[src/hdl/tat_pkg.sv]
`timescale 1ns / 1ps
// ----------------------------------------------------------------------------
// tat_pkg
// Types and constants shared by the TLB address translator modules.
// ----------------------------------------------------------------------------
package tat_pkg;

    localparam int TLB_DEPTH = 32;
    localparam int SLOT_W    = $clog2(TLB_DEPTH);
    localparam int CNT_W     = $clog2(TLB_DEPTH + 1);
    localparam int PSIZE_W   = 17;
    localparam int ADDR_W    = 32;
    localparam int DIV_STEPS = ADDR_W;

    localparam logic [1:0] CFG_TLB_ENTRIES    = 2'd0;
    localparam logic [1:0] CFG_REPLACE_POLICY = 2'd1;
    localparam logic [1:0] CFG_PAGE_SIZE      = 2'd2;

    localparam logic POLICY_FIFO = 1'b0;
    localparam logic POLICY_LRU  = 1'b1;

    typedef struct packed {
        logic [15:0] process_id;
        logic [31:0] logical_address;
        logic [15:0] memory_frame;
    } t_in_item;

    typedef struct packed {
        logic [31:0] physical_address;
        logic [15:0] frame_number;
        logic [31:0] page_number;
        logic        tlb_hit;
    } t_out_item;

    typedef struct packed {
        logic [15:0] process_id;
        logic [31:0] page;
        logic [15:0] frame;
        logic [31:0] last_use;
    } t_entry;

    typedef enum logic [2:0] {
        S_IDLE,
        S_DIV,
        S_WSTART,
        S_RD,
        S_CMP,
        S_DECIDE,
        S_MUL,
        S_OUT
    } t_state;

endpackage

[src/hdl/tat_ram.sv]
`timescale 1ns / 1ps
// ----------------------------------------------------------------------------
// tat_ram
// Generic single write port, single read port RAM with registered read.
// ----------------------------------------------------------------------------
module tat_ram #(
    parameter int WIDTH = 8,
    parameter int DEPTH = 32
) (
    input  logic                     i_clk,
    input  logic                     i_we,
    input  logic [$clog2(DEPTH)-1:0] i_waddr,
    input  logic [WIDTH-1:0]         i_wdata,
    input  logic [$clog2(DEPTH)-1:0] i_raddr,
    output logic [WIDTH-1:0]         o_rdata
);

    logic [WIDTH-1:0] r_mem [DEPTH];
    logic [WIDTH-1:0] r_rdata;

    always_ff @(posedge i_clk) begin
        if (i_we) begin
            r_mem[i_waddr] <= i_wdata;
        end
        r_rdata <= r_mem[i_raddr];
    end

    assign o_rdata = r_rdata;

endmodule

[src/hdl/tat_divider.sv]
`timescale 1ns / 1ps
// ----------------------------------------------------------------------------
// tat_divider
// Restoring divider, one quotient bit per cycle, address by page size.
// ----------------------------------------------------------------------------
module tat_divider (
    input  logic                        i_clk,
    input  logic                        i_rst_n,
    input  logic                        i_start,
    input  logic [tat_pkg::ADDR_W-1:0]  i_dividend,
    input  logic [tat_pkg::PSIZE_W-1:0] i_divisor,
    output logic                        o_done,
    output logic [tat_pkg::ADDR_W-1:0]  o_quot,
    output logic [tat_pkg::PSIZE_W-1:0] o_rem
);
    import tat_pkg::*;

    localparam int STEP_W = $clog2(DIV_STEPS + 1);

    logic [STEP_W-1:0]  r_count;
    logic [ADDR_W-1:0]  r_quot;
    logic [PSIZE_W-1:0] r_rem;
    logic               r_done;
    logic [PSIZE_W:0]   trial;
    logic               fits;

    assign trial = {r_rem, r_quot[ADDR_W-1]};
    assign fits  = trial >= {1'b0, i_divisor};

    always_ff @(posedge i_clk) begin
        if (!i_rst_n) begin
            r_count <= '0;
            r_done  <= 1'b0;
        end else begin
            r_done <= 1'b0;
            if (i_start) begin
                r_count <= STEP_W'(DIV_STEPS);
            end else if (r_count != '0) begin
                r_count <= r_count - 1'b1;
                if (r_count == STEP_W'(1)) begin
                    r_done <= 1'b1;
                end
            end
        end
    end

    always_ff @(posedge i_clk) begin
        if (i_start) begin
            r_quot <= i_dividend;
            r_rem  <= '0;
        end else if (r_count != '0) begin
            r_quot <= {r_quot[ADDR_W-2:0], fits};
            r_rem  <= fits ? PSIZE_W'(trial - {1'b0, i_divisor}) : trial[PSIZE_W-1:0];
        end
    end

    assign o_done = r_done;
    assign o_quot = r_quot;
    assign o_rem  = r_rem;

endmodule

[src/hdl/tlb_address_translator_unit.sv]
`timescale 1ns / 1ps
// ----------------------------------------------------------------------------
// tlb_address_translator_unit
// Translates (process id, logical address) to a physical address via a TLB.
// ----------------------------------------------------------------------------
// Usage:
//   input channel  i_in_valid / o_in_stall / i_in_data carries one access;
//   output channel o_out_valid / i_out_stall / o_out_data returns one result
//   per access. Configuration is written through i_cfg_we / i_cfg_index /
//   i_cfg_data, by the user only while the block is idle; the block itself
//   does not enforce this. One access at a time: o_in_stall is low only
//   while the sequencer idles. Each access runs the bit-serial page divide,
//   a setup state, then S_RD and S_CMP per TLB entry compared (entries read
//   one at a time from the entry RAM, the walk stops at a hit), then
//   insert/stamp, multiply and output load. With the TLB disabled the
//   walk and the insert/stamp step are skipped, and an empty TLB skips
//   the walk only. The result sits in an output register; the next access
//   is taken while it waits. A stalled receiver holds the block in its
//   output state only when a second result is ready and the register is
//   still full. Reset empties the TLB (fill count, FIFO pointer and use
//   counter cleared) and loads 4 entries, FIFO policy and page size 64.
// ----------------------------------------------------------------------------
module tlb_address_translator_unit (
    input  logic                        i_clk,
    input  logic                        i_rst_n,
    input  logic                        i_in_valid,
    output logic                        o_in_stall,
    input  tat_pkg::t_in_item           i_in_data,
    output logic                        o_out_valid,
    input  logic                        i_out_stall,
    output tat_pkg::t_out_item          o_out_data,
    input  logic                        i_cfg_we,
    input  logic [1:0]                  i_cfg_index,
    input  logic [tat_pkg::PSIZE_W-1:0] i_cfg_data
);
    import tat_pkg::*;

    // configuration
    logic [5:0]         r_tlb_entries;
    logic               r_policy;
    logic [PSIZE_W-1:0] r_page_size;

    // tlb bookkeeping
    logic [CNT_W-1:0]  r_filled;
    logic [SLOT_W-1:0] r_oldest;
    logic [31:0]       r_use_cnt;

    // per-access registers
    t_state             r_state, n_state;
    t_in_item           r_item;
    logic [PSIZE_W-1:0] r_psize;
    logic [CNT_W-1:0]   r_cap;
    logic [CNT_W-1:0]   r_used;
    logic [CNT_W-1:0]   r_idx;
    logic [ADDR_W-1:0]  r_page;
    logic [PSIZE_W-1:0] r_offset;
    logic               r_found;
    logic [SLOT_W-1:0]  r_slot;
    logic [SLOT_W-1:0]  r_victim;
    logic [31:0]        r_min;
    t_entry             r_hit_entry;
    logic [15:0]        r_frame;
    logic [31:0]        r_phys;
    logic               r_out_valid;
    t_out_item          r_out;

    logic               in_xfer;
    logic               div_done;
    logic [ADDR_W-1:0]  div_quot;
    logic [PSIZE_W-1:0] div_rem;
    logic               ram_we;
    logic [SLOT_W-1:0]  ram_waddr;
    t_entry             ram_wdata;
    t_entry             ram_rdata;
    logic               match;
    logic [CNT_W-1:0]   cap_in;
    logic [CNT_W-1:0]   used_w;
    logic [32:0]        prod;
    logic               out_free;
    logic [SLOT_W-1:0]  ins_slot;

    assign o_in_stall = (r_state != S_IDLE);
    assign in_xfer    = i_in_valid && !o_in_stall;
    assign out_free   = !r_out_valid || !i_out_stall;

    assign cap_in = (r_tlb_entries > 6'(TLB_DEPTH)) ? CNT_W'(TLB_DEPTH)
                                                    : CNT_W'(r_tlb_entries);
    assign used_w = (r_filled > r_cap) ? r_cap : r_filled;

    assign match = (ram_rdata.process_id == r_item.process_id) &&
                   (ram_rdata.page == r_page);

    // victim for a miss
    always_comb begin
        if (r_used < r_cap) begin
            ins_slot = r_used[SLOT_W-1:0];
        end else if (r_policy == POLICY_FIFO) begin
            ins_slot = (CNT_W'(r_oldest) < r_cap) ? r_oldest : '0;
        end else begin
            ins_slot = r_victim;
        end
    end

    assign ram_we    = (r_state == S_DECIDE) && (!r_found || r_policy == POLICY_LRU);
    assign ram_waddr = r_found ? r_slot : ins_slot;
    always_comb begin
        if (r_found) begin
            ram_wdata          = r_hit_entry;
            ram_wdata.last_use = r_use_cnt;
        end else begin
            ram_wdata.process_id = r_item.process_id;
            ram_wdata.page       = r_page;
            ram_wdata.frame      = r_item.memory_frame;
            ram_wdata.last_use   = r_use_cnt;
        end
    end

    assign prod = r_psize * r_frame;

    tat_divider u_div (
        .i_clk      (i_clk),
        .i_rst_n    (i_rst_n),
        .i_start    (in_xfer),
        .i_dividend (i_in_data.logical_address),
        .i_divisor  ((r_page_size == '0) ? PSIZE_W'(1) : r_page_size),
        .o_done     (div_done),
        .o_quot     (div_quot),
        .o_rem      (div_rem)
    );

    tat_ram #(
        .WIDTH ($bits(t_entry)),
        .DEPTH (TLB_DEPTH)
    ) u_entries (
        .i_clk   (i_clk),
        .i_we    (ram_we),
        .i_waddr (ram_waddr),
        .i_wdata (ram_wdata),
        .i_raddr (r_idx[SLOT_W-1:0]),
        .o_rdata (ram_rdata)
    );

    // sequencer
    always_comb begin
        n_state = r_state;
        case (r_state)
            S_IDLE:   if (in_xfer) n_state = S_DIV;
            S_DIV:    if (div_done) n_state = S_WSTART;
            S_WSTART: begin
                if (r_cap == '0) begin
                    n_state = S_MUL;
                end else if (used_w == '0) begin
                    n_state = S_DECIDE;
                end else begin
                    n_state = S_RD;
                end
            end
            S_RD:     n_state = S_CMP;
            S_CMP: begin
                if (match || (r_idx + 1'b1 == r_used)) begin
                    n_state = S_DECIDE;
                end else begin
                    n_state = S_RD;
                end
            end
            S_DECIDE: n_state = S_MUL;
            S_MUL:    n_state = S_OUT;
            S_OUT:    if (out_free) n_state = S_IDLE;
            default:  n_state = S_IDLE;
        endcase
    end

    always_ff @(posedge i_clk) begin
        if (!i_rst_n) begin
            r_state <= S_IDLE;
        end else begin
            r_state <= n_state;
        end
    end

    // configuration and tlb control state
    always_ff @(posedge i_clk) begin
        if (!i_rst_n) begin
            r_tlb_entries <= 6'd4;
            r_policy      <= POLICY_FIFO;
            r_page_size   <= PSIZE_W'(64);
            r_filled      <= '0;
            r_oldest      <= '0;
            r_use_cnt     <= '0;
            r_out_valid   <= 1'b0;
        end else begin
            if (i_cfg_we) begin
                case (i_cfg_index)
                    CFG_TLB_ENTRIES:    r_tlb_entries <= i_cfg_data[5:0];
                    CFG_REPLACE_POLICY: r_policy      <= i_cfg_data[0];
                    CFG_PAGE_SIZE:      r_page_size   <= i_cfg_data;
                    default:            ;
                endcase
            end
            if (r_state == S_DECIDE) begin
                if (ram_we) begin
                    r_use_cnt <= r_use_cnt + 1'b1;
                end
                if (!r_found) begin
                    r_filled <= (r_used < r_cap) ? r_used + 1'b1 : r_cap;
                    if (r_used >= r_cap && r_policy == POLICY_FIFO) begin
                        r_oldest <= (CNT_W'(ins_slot) + 1'b1 >= r_cap) ? '0
                                                                       : ins_slot + 1'b1;
                    end
                end
            end
            if (r_state == S_OUT && out_free) begin
                r_out_valid <= 1'b1;
            end else if (!i_out_stall) begin
                r_out_valid <= 1'b0;
            end
        end
    end

    // datapath
    always_ff @(posedge i_clk) begin
        if (in_xfer) begin
            r_item  <= i_in_data;
            r_psize <= (r_page_size == '0) ? PSIZE_W'(1) : r_page_size;
            r_cap   <= cap_in;
        end
        case (r_state)
            S_DIV: begin
                r_page   <= div_quot;
                r_offset <= div_rem;
            end
            S_WSTART: begin
                r_used  <= used_w;
                r_idx   <= '0;
                r_found <= 1'b0;
                r_frame <= r_item.memory_frame;
                r_min   <= '0;
                r_victim <= '0;
            end
            S_CMP: begin
                if (match) begin
                    r_found     <= 1'b1;
                    r_slot      <= r_idx[SLOT_W-1:0];
                    r_hit_entry <= ram_rdata;
                    r_frame     <= ram_rdata.frame;
                end else begin
                    if (r_idx == '0 || ram_rdata.last_use < r_min) begin
                        r_min    <= ram_rdata.last_use;
                        r_victim <= r_idx[SLOT_W-1:0];
                    end
                    r_idx <= r_idx + 1'b1;
                end
            end
            S_MUL: begin
                r_phys <= prod[31:0] + 32'(r_offset);
            end
            S_OUT: begin
                if (out_free) begin
                    r_out.physical_address <= r_phys;
                    r_out.frame_number     <= r_frame;
                    r_out.page_number      <= r_page;
                    r_out.tlb_hit          <= r_found && (r_cap != '0);
                end
            end
            default: ;
        endcase
    end

    assign o_out_valid = r_out_valid;
    assign o_out_data  = r_out;

    a_filled_bound: assert property (@(posedge i_clk) disable iff (!i_rst_n)
        r_filled <= CNT_W'(TLB_DEPTH))
        else $error("fill count beyond tlb depth");

    a_walk_bound: assert property (@(posedge i_clk) disable iff (!i_rst_n)
        (r_state == S_CMP) |-> (r_idx < r_used))
        else $error("entry walk past used entries");

    a_div_then_walk: assert property (@(posedge i_clk) disable iff (!i_rst_n)
        (r_state == S_DIV && div_done) |=> (r_state == S_WSTART))
        else $error("divider finished outside sequence");

    a_out_load: assert property (@(posedge i_clk) disable iff (!i_rst_n)
        (r_state == S_OUT && out_free) |=> o_out_valid)
        else $error("result not loaded into output register");

endmodule

[config.mk]
export PLATFORM = sky130hd
export DESIGN_NAME = tlb_address_translator_unit
export DESIGN_NICKNAME = d
export VERILOG_FILES = /design/src/hdl/tat_pkg.sv /design/src/hdl/tat_ram.sv /design/src/hdl/tat_divider.sv /design/src/hdl/tlb_address_translator_unit.sv
export SDC_FILE = /design/constraint.sdc
export NUM_CORES = 2
export LEC_CHECK = 0
export ABC_AREA = 1
export BUFFER_PORTS_ARGS = -buffer_cell sky130_fd_sc_hd__buf_2
export CAP_MARGIN = 20
export CORE_MARGIN = 2
export CORE_UTILIZATION = 30
export DETAILED_ROUTE_END_ITERATION = 6
export PLACE_DENSITY = 0.52
export RECOVER_POWER = 100
export SLEW_MARGIN = 5
export SYNTH_ARGS = -nofsm -noshare
export SYNTH_HDL_FRONTEND = slang
export SYNTH_SLANG_ARGS = --single-unit
[constraint.sdc]
create_clock -name i_clk -period 8.8 [get_ports i_clk]
set_input_delay 0.44 -clock i_clk [delete_from_list [all_inputs] [get_ports i_clk]]
set_output_delay 0.44 -clock i_clk [all_outputs]
set_load 0.005 [all_outputs]
# Word-level counts from Yosys, hierarchy flattened
# Memory sizes are Yosys's and may differ from the RTL's. A register that Yosys moved wholly into a read port is not among the register bits.
# Cells that the tools add are included.
[totals]
register_bits = 479
latch_bits = 0
ram_bits = 3072
romBits = 0
input_bits = 88
output_inout_bits = 83
wordCells = 153
n_memories = 1
[classes]
n_addsub = 8
n_mul = 1
div_mod_pow = 0
magnitude_cmp = 8
n_eq_ne = 20
shift = 0
muxes = 38
bitwise = 4
n_reduce_logical = 39
[mem_list]
columns = ["name", "words", "width", "rd", "rd_ports_with_merged_regs", "write_ports", "line", "source"]
rows = [
  ["u_entries.r_mem", 32, 96, 1, 1, 1, "tat_ram.sv:18", "logic [WIDTH-1:0] r_mem [DEPTH];"],
]
[op_table]
columns = ["op", "count"]
rows = [
  ["32-bit 2-to-1 mux", 4],
  ["96-bit 2-to-1 mux", 1],
  ["32-bit one-hot mux with 2 select lines", 1],
  ["5-bit 2-to-1 mux", 7],
  ["17-bit 2-to-1 mux", 2],
  ["32-bit by 1-bit adder with 32-bit output (second input constant)", 1],
  ["32-bit by 17-bit adder with 32-bit output", 1],
  ["32-bit equality test", 1],
  ["32-bit < comparator", 1],
  ["17-bit by 16-bit multiplier with 32-bit output", 1],
  ["16-bit one-hot mux with 2 select lines", 1],
  ["6-bit 2-to-1 mux", 5],
  ["3-bit one-hot mux with 8 select lines", 1],
  ["18-bit by 17-bit >= comparator with 1-bit output", 1],
  ["6-bit logical NOT", 3],
  ["3-bit 2-to-1 mux", 6],
  ["2-bit AND reduction", 9],
  ["17-bit logical NOT", 1],
  ["17-bit subtractor", 1],
  ["16-bit equality test", 1],
  ["16-bit 2-to-1 mux", 1],
  ["6-bit by 1-bit adder with 6-bit output (second input constant)", 2],
  ["3-bit equality test (second input constant)", 4],
  ["6-bit >= comparator", 2],
  ["31 further kinds", 60],
]

# Logic depth before layout (Yosys ltp)
[depth]
ltp_word = 7
ltp_mapped = 31

# Cells and area by module
# A second synthesis with hierarchy kept.
[unflattened]
cells_unflattened = 13480
hier_area_um2 = 156186.0
[by_module_without_submodules]
columns = ["mod", "instances", "cells_each", "area_each_um2"]
rows = [
  ["tat_ram", 1, 10128, 124997.4],
  ["tlb_address_translator_unit", 1, 2832, 27498.9],
  ["tat_divider", 1, 520, 3689.8],
]

# Worst setup path before layout
# Ideal clock, no wire load.
[synth_path]
path_kind = "flip-flop to flip-flop"
start = "reg r_page[6]"
end = "reg r_min[0], enable pin"
setup_time_ns = 0.742
arrival_ns = 5.848
required_ns = 8.058
slack_ns = 2.210
path_stages_with_launch = 9
n_path_buf = 0
synth_period_minus_slack_ns = 6.590
path_cell_list = "edfxtp_1 -> xnor2_1 -> nand2_1 -> nor2_1 -> nand2_1 -> nor2_1 -> nand3_1 -> nor2_1 -> a21oi_1"
[synth_via]
elab_chain_cells = 4
[synth_lines]
columns = ["item", "line", "source"]
rows = [
  ["start, declared", "tlb_address_translator_unit.sv:55", "logic [ADDR_W-1:0] r_page;"],
  ["start signal, assigned", "tlb_address_translator_unit.sv:229", "r_page <= div_quot;"],
  ["32-bit equality test", "tlb_address_translator_unit.sv:91", "(ram_rdata.page == r_page);"],
  ["1-bit logical AND", "tlb_address_translator_unit.sv:90", "assign match = (ram_rdata.process_id == r_item.process_id) &&"],
  ["2-bit != test (no line)", "n/a", ""],
  ["3-bit AND reduction (no line)", "n/a", ""],
  ["end signal, assigned", "tlb_address_translator_unit.sv:248", "r_min <= ram_rdata.last_use;"],
  ["end, declared", "tlb_address_translator_unit.sv:60", "logic [31:0] r_min;"],
]
# Every way passes these cells.
# A chain may end at the register's enable or synchronous reset.

# Worst setup path in the final report
[layout_path]
start = "reg r_state[0]"
end = "reg r_frame[3], data pin"
[layout_via]
elab_chain_cells = 2
elab_cells_between_ends = 3
cone_classes = "eq/ne (2); mux (1)"
[layout_lines]
columns = ["item", "line", "source"]
rows = [
  ["start, declared", "tlb_address_translator_unit.sv:49", "t_state r_state, n_state;"],
  ["start signal, assigned", "tlb_address_translator_unit.sv:177", "r_state <= n_state;"],
  ["3-bit equality test / 3-bit by 2-bit equality test with 1-bit output (equally long branches)", "tlb_address_translator_unit.sv:227", "case (r_state)"],
  ["16-bit one-hot mux with 2 select lines (*)", "tlb_address_translator_unit.sv:227", ""],
  ["end signal, assigned", "tlb_address_translator_unit.sv:236", "r_frame <= r_item.memory_frame;"],
  ["end signal, assigned", "tlb_address_translator_unit.sv:245", "r_frame <= ram_rdata.frame;"],
  ["end, declared", "tlb_address_translator_unit.sv:62", "logic [15:0] r_frame;"],
]
# Mark *: on every way between the ends. The rest lies on a longest branch, timed or not.

==> metrics.cfg <==
[pwr]
ir_drop_uv=1236
leakage_nw=59.36
power.density_nw_per_um2=357.4

[final_layout]
fillers=49710
fin_area_um2=173100
seq_area_um2=107600
drive_gt1_share_pct=6.639
multiInputGateArea_um2=38500
syn_to_final_growth_pct=13.81
layout.nets=12910
postLayoutCoreUtil_pct=34.26

[yosys]
synthFlopType=edfxtp_1
yosysTopAreaCellShare_pct=68.24
synth_largest_area_cell=edfxtp_1
synth.avg_cell_area_um2=12.33
yosys_warnings=0
syn_nets=12820
synth-edff-count=3456
synthArstFlopShare_pct=0
ys_ff_latch=3647
synth_cell_types=58
synth_area_leaders=edfxtp_1, o21ai_0, nor2_1, o22ai_1, nand2_1
netlist_instances=12330
yosysMostFrequentCell=edfxtp_1
syn-cell-area_um2=152100
synth-seq-area-share_pct=70.75
synth_common_cells=edfxtp_1, nor2_1, o21ai_0

[critical_path]
cp_max_fo=47
worstPathArrival_ps=8380
start_kind=register
timing.rr.start=r_state[0]$_SDFFE_PN0P_
ff2ff_path_depth=7
crit_type=register to register
regToRegSetupSlack_ps=930
end_kind=register
worst_r2r_endpoint=r_frame[3]$_DFFE_PP_
cp.required_ps=9310

[hold_path]
hold_start=i_cfg_index[0]
hold_class=input pin to register
holdPathEnd=r_tlb_entries[1]$_SDFFE_PN0P_
hold_depth=4

[drt]
route.detailed.drc=3
drt_iter0_drc=10490
dr.pass1.iters=7
wirelength_um=474300
vias=99350
antenna_left=0
wl_per_cell_um=24.35
vias_per_cell=5.101

[cts]
clock_path_buffers=4
post-cts-setup-buffers=0
ctsResizeCount=0
clk_pin_slew_ps=60
clock-sinks=3647
cts-buffers-inserted=375
tritoncts=done
insertion_delay_ps=980
cts_hold_buffers=88
cts_root_buf=clkbuf_16
htree_num_levels=5

[timing]
final.period_utilization_pct=89.45
worst_pin_slew_ps=4288
fin_skew_ps=89.39
fin_hold_ws_ps=95.63
hold_viol_final=0
fmax_mhz=127.0
relSlewSlack_pct=-185.9
slew_viol_final=2306
setup_violations=0
setup_tns_ps=0
rsz0062_at_grt=false
min_period_ps=7871
fin_ws_ps=928.5

[placed_design]
place_ws_ps=2619
gp_congestion=0.8250
hpwl_um=238100
dpl-instance-area_um2=160600
port_buffers=170

[run_status]
status=complete, but fails checks
violations=DRC, capacitance limit, slew limit

[die]
die_w_um=716.0
pin_count=171
core_area_um2=505200
dieArea_um2=512700
initial_core_util_pct=30.10
die_h_um=716.0
row_count=261

[global_routing]
grt_max_degree=196
grt_pass1_vias=94780
grt_pass1_wl_um=678300
grt.total_usage_pct=17.81
antenna_found_initial=18
grt_overflow_total=0

[job]
drv_cap=61

-- how the worst max path moves through the flow --
stage	to	cells after the start	start
after floorplan	r_min[0]$_SDFFCE_PN0P_	8	r_page[6]$_DFFE_PP_
after global placement	r_phys[23]$_DFFE_PN_	21	r_frame[7]$_DFFE_PP_
after detailed placement	r_phys[26]$_DFFE_PN_	23	r_psize[10]$_DFFE_PP_
after CTS	r_phys[23]$_DFFE_PN_	21	r_frame[7]$_DFFE_PP_
after global routing	u_entries.r_mem[3][40]$_DFFE_PP_	7	r_found$_DFFE_PP_
final	r_frame[3]$_DFFE_PP_	7	r_state[0]$_SDFFE_PN0P_
-- critical path: stages, from the launching register on --
cell and delay (ps):
dfxtp_1 380, nor2_1 100, nand2_2 70, clkbuf_1 2550, inv_1 1470, clkbuf_1 1070, o21ai_2 420, clkbuf_1 1140
-- power by group --
part / switching (mW) / total (mW) / internal, mW
clock: 6.86 / 16.1 / 9.23
sequential: 0.740 / 21.9 / 21.1
combinational: 15.7 / 23.9 / 8.22
total: 23.3 / 61.9 / 38.6
-- sequential cells by signal (all words and copies together) (netlist names), 32 cells and up --
name               flops
r_use_cnt             32
r_page                32
r_phys                32
r_min                 32
r_hit_entry           64
u_entries.o_rdata     96
o_out_data            81
r_item                32
u_entries.r_mem     3072
u_div.o_quot          32
-- kinds of logic after synthesis --
kind of cell	count (synthesis)	share of synthesized area (%)
AO/OA/AOI/OAI	3206	11.49
XOR/XNOR	93	0.5356
adder cells (fa/ha/maj)	405	4.442
buffers and inverters	1500	3.970
flip-flops	3647	70.75
AND/OR/NAND/NOR	3480	8.814
-- cells in the final DEF, fill, tap and decap left out, types with 32 or more instances in the layout --
cell | netlist | routed
nor3_1 | 31 | 34
o21ai_1 | 306 | 272
nor2_1 | 2045 | 2035
a21oi_1 | 211 | 211
o21ai_0 | 1673 | 1701
bufinv_16 | 0 | 32
buf_12 | 0 | 33
buf_2 | 186 | 85
fa_1 | 225 | 225
clkinv_2 | 0 | 79
xor2_1 | 35 | 35
clkbuf_8 | 0 | 34
buf_4 | 26 | 89
edfxtp_1 | 3456 | 3456
o31ai_1 | 39 | 39
clkinv_1 | 2 | 51
dlygate4sd3_1 | 0 | 88
clkbuf_16 | 0 | 382
xnor2_1 | 58 | 58
clkbuf_2 | 0 | 32
ha_1 | 180 | 180
nand2_1 | 1267 | 1267
nand3_1 | 78 | 82
inv_1 | 697 | 702
dfxtp_1 | 191 | 191
clkbuf_1 | 535 | 260
o22ai_1 | 920 | 920
-- metal layers --
| metal | vias to the layer above | share of wire (%) | GRT usage, % |
|---|---|---|---|
| met1 | 50640 | 43 | 24.53 |
| li1 | 44320 | - | - |
| met2 | 3753 | 47 | 29.53 |
| met5 | - | 0.0027 | 0 |
| met3 | 647 | 7.2 | 2.480 |
| met4 | 2 | 2.8 | 4.642 |
-- cell type report --
class | count | area share [%]
diodes | 30 | 0.04337
clock buffers | 505 | 5.986
clock inverters | 193 | 1.139
inverters | 709 | 1.564
multi-input cells | 7184 | 22.24
flip-flops and latches | 3647 | 62.16
well taps | 6706 | 4.847
repair buffers | 504 | 2.012
-- stage by stage --
| stage | instances | power [mW] |
|---|---|---|
| after CTS | 19420 | 62.21 |
| after global routing | 19470 | 66.12 |
| final | 19480 | 61.86 |
| after global placement | 18620 | 46.05 |
| after detailed placement | 18630 | 46.01 |
| after floorplan | 12330 | 39.09 |
(Power assumes the default switching activity.)
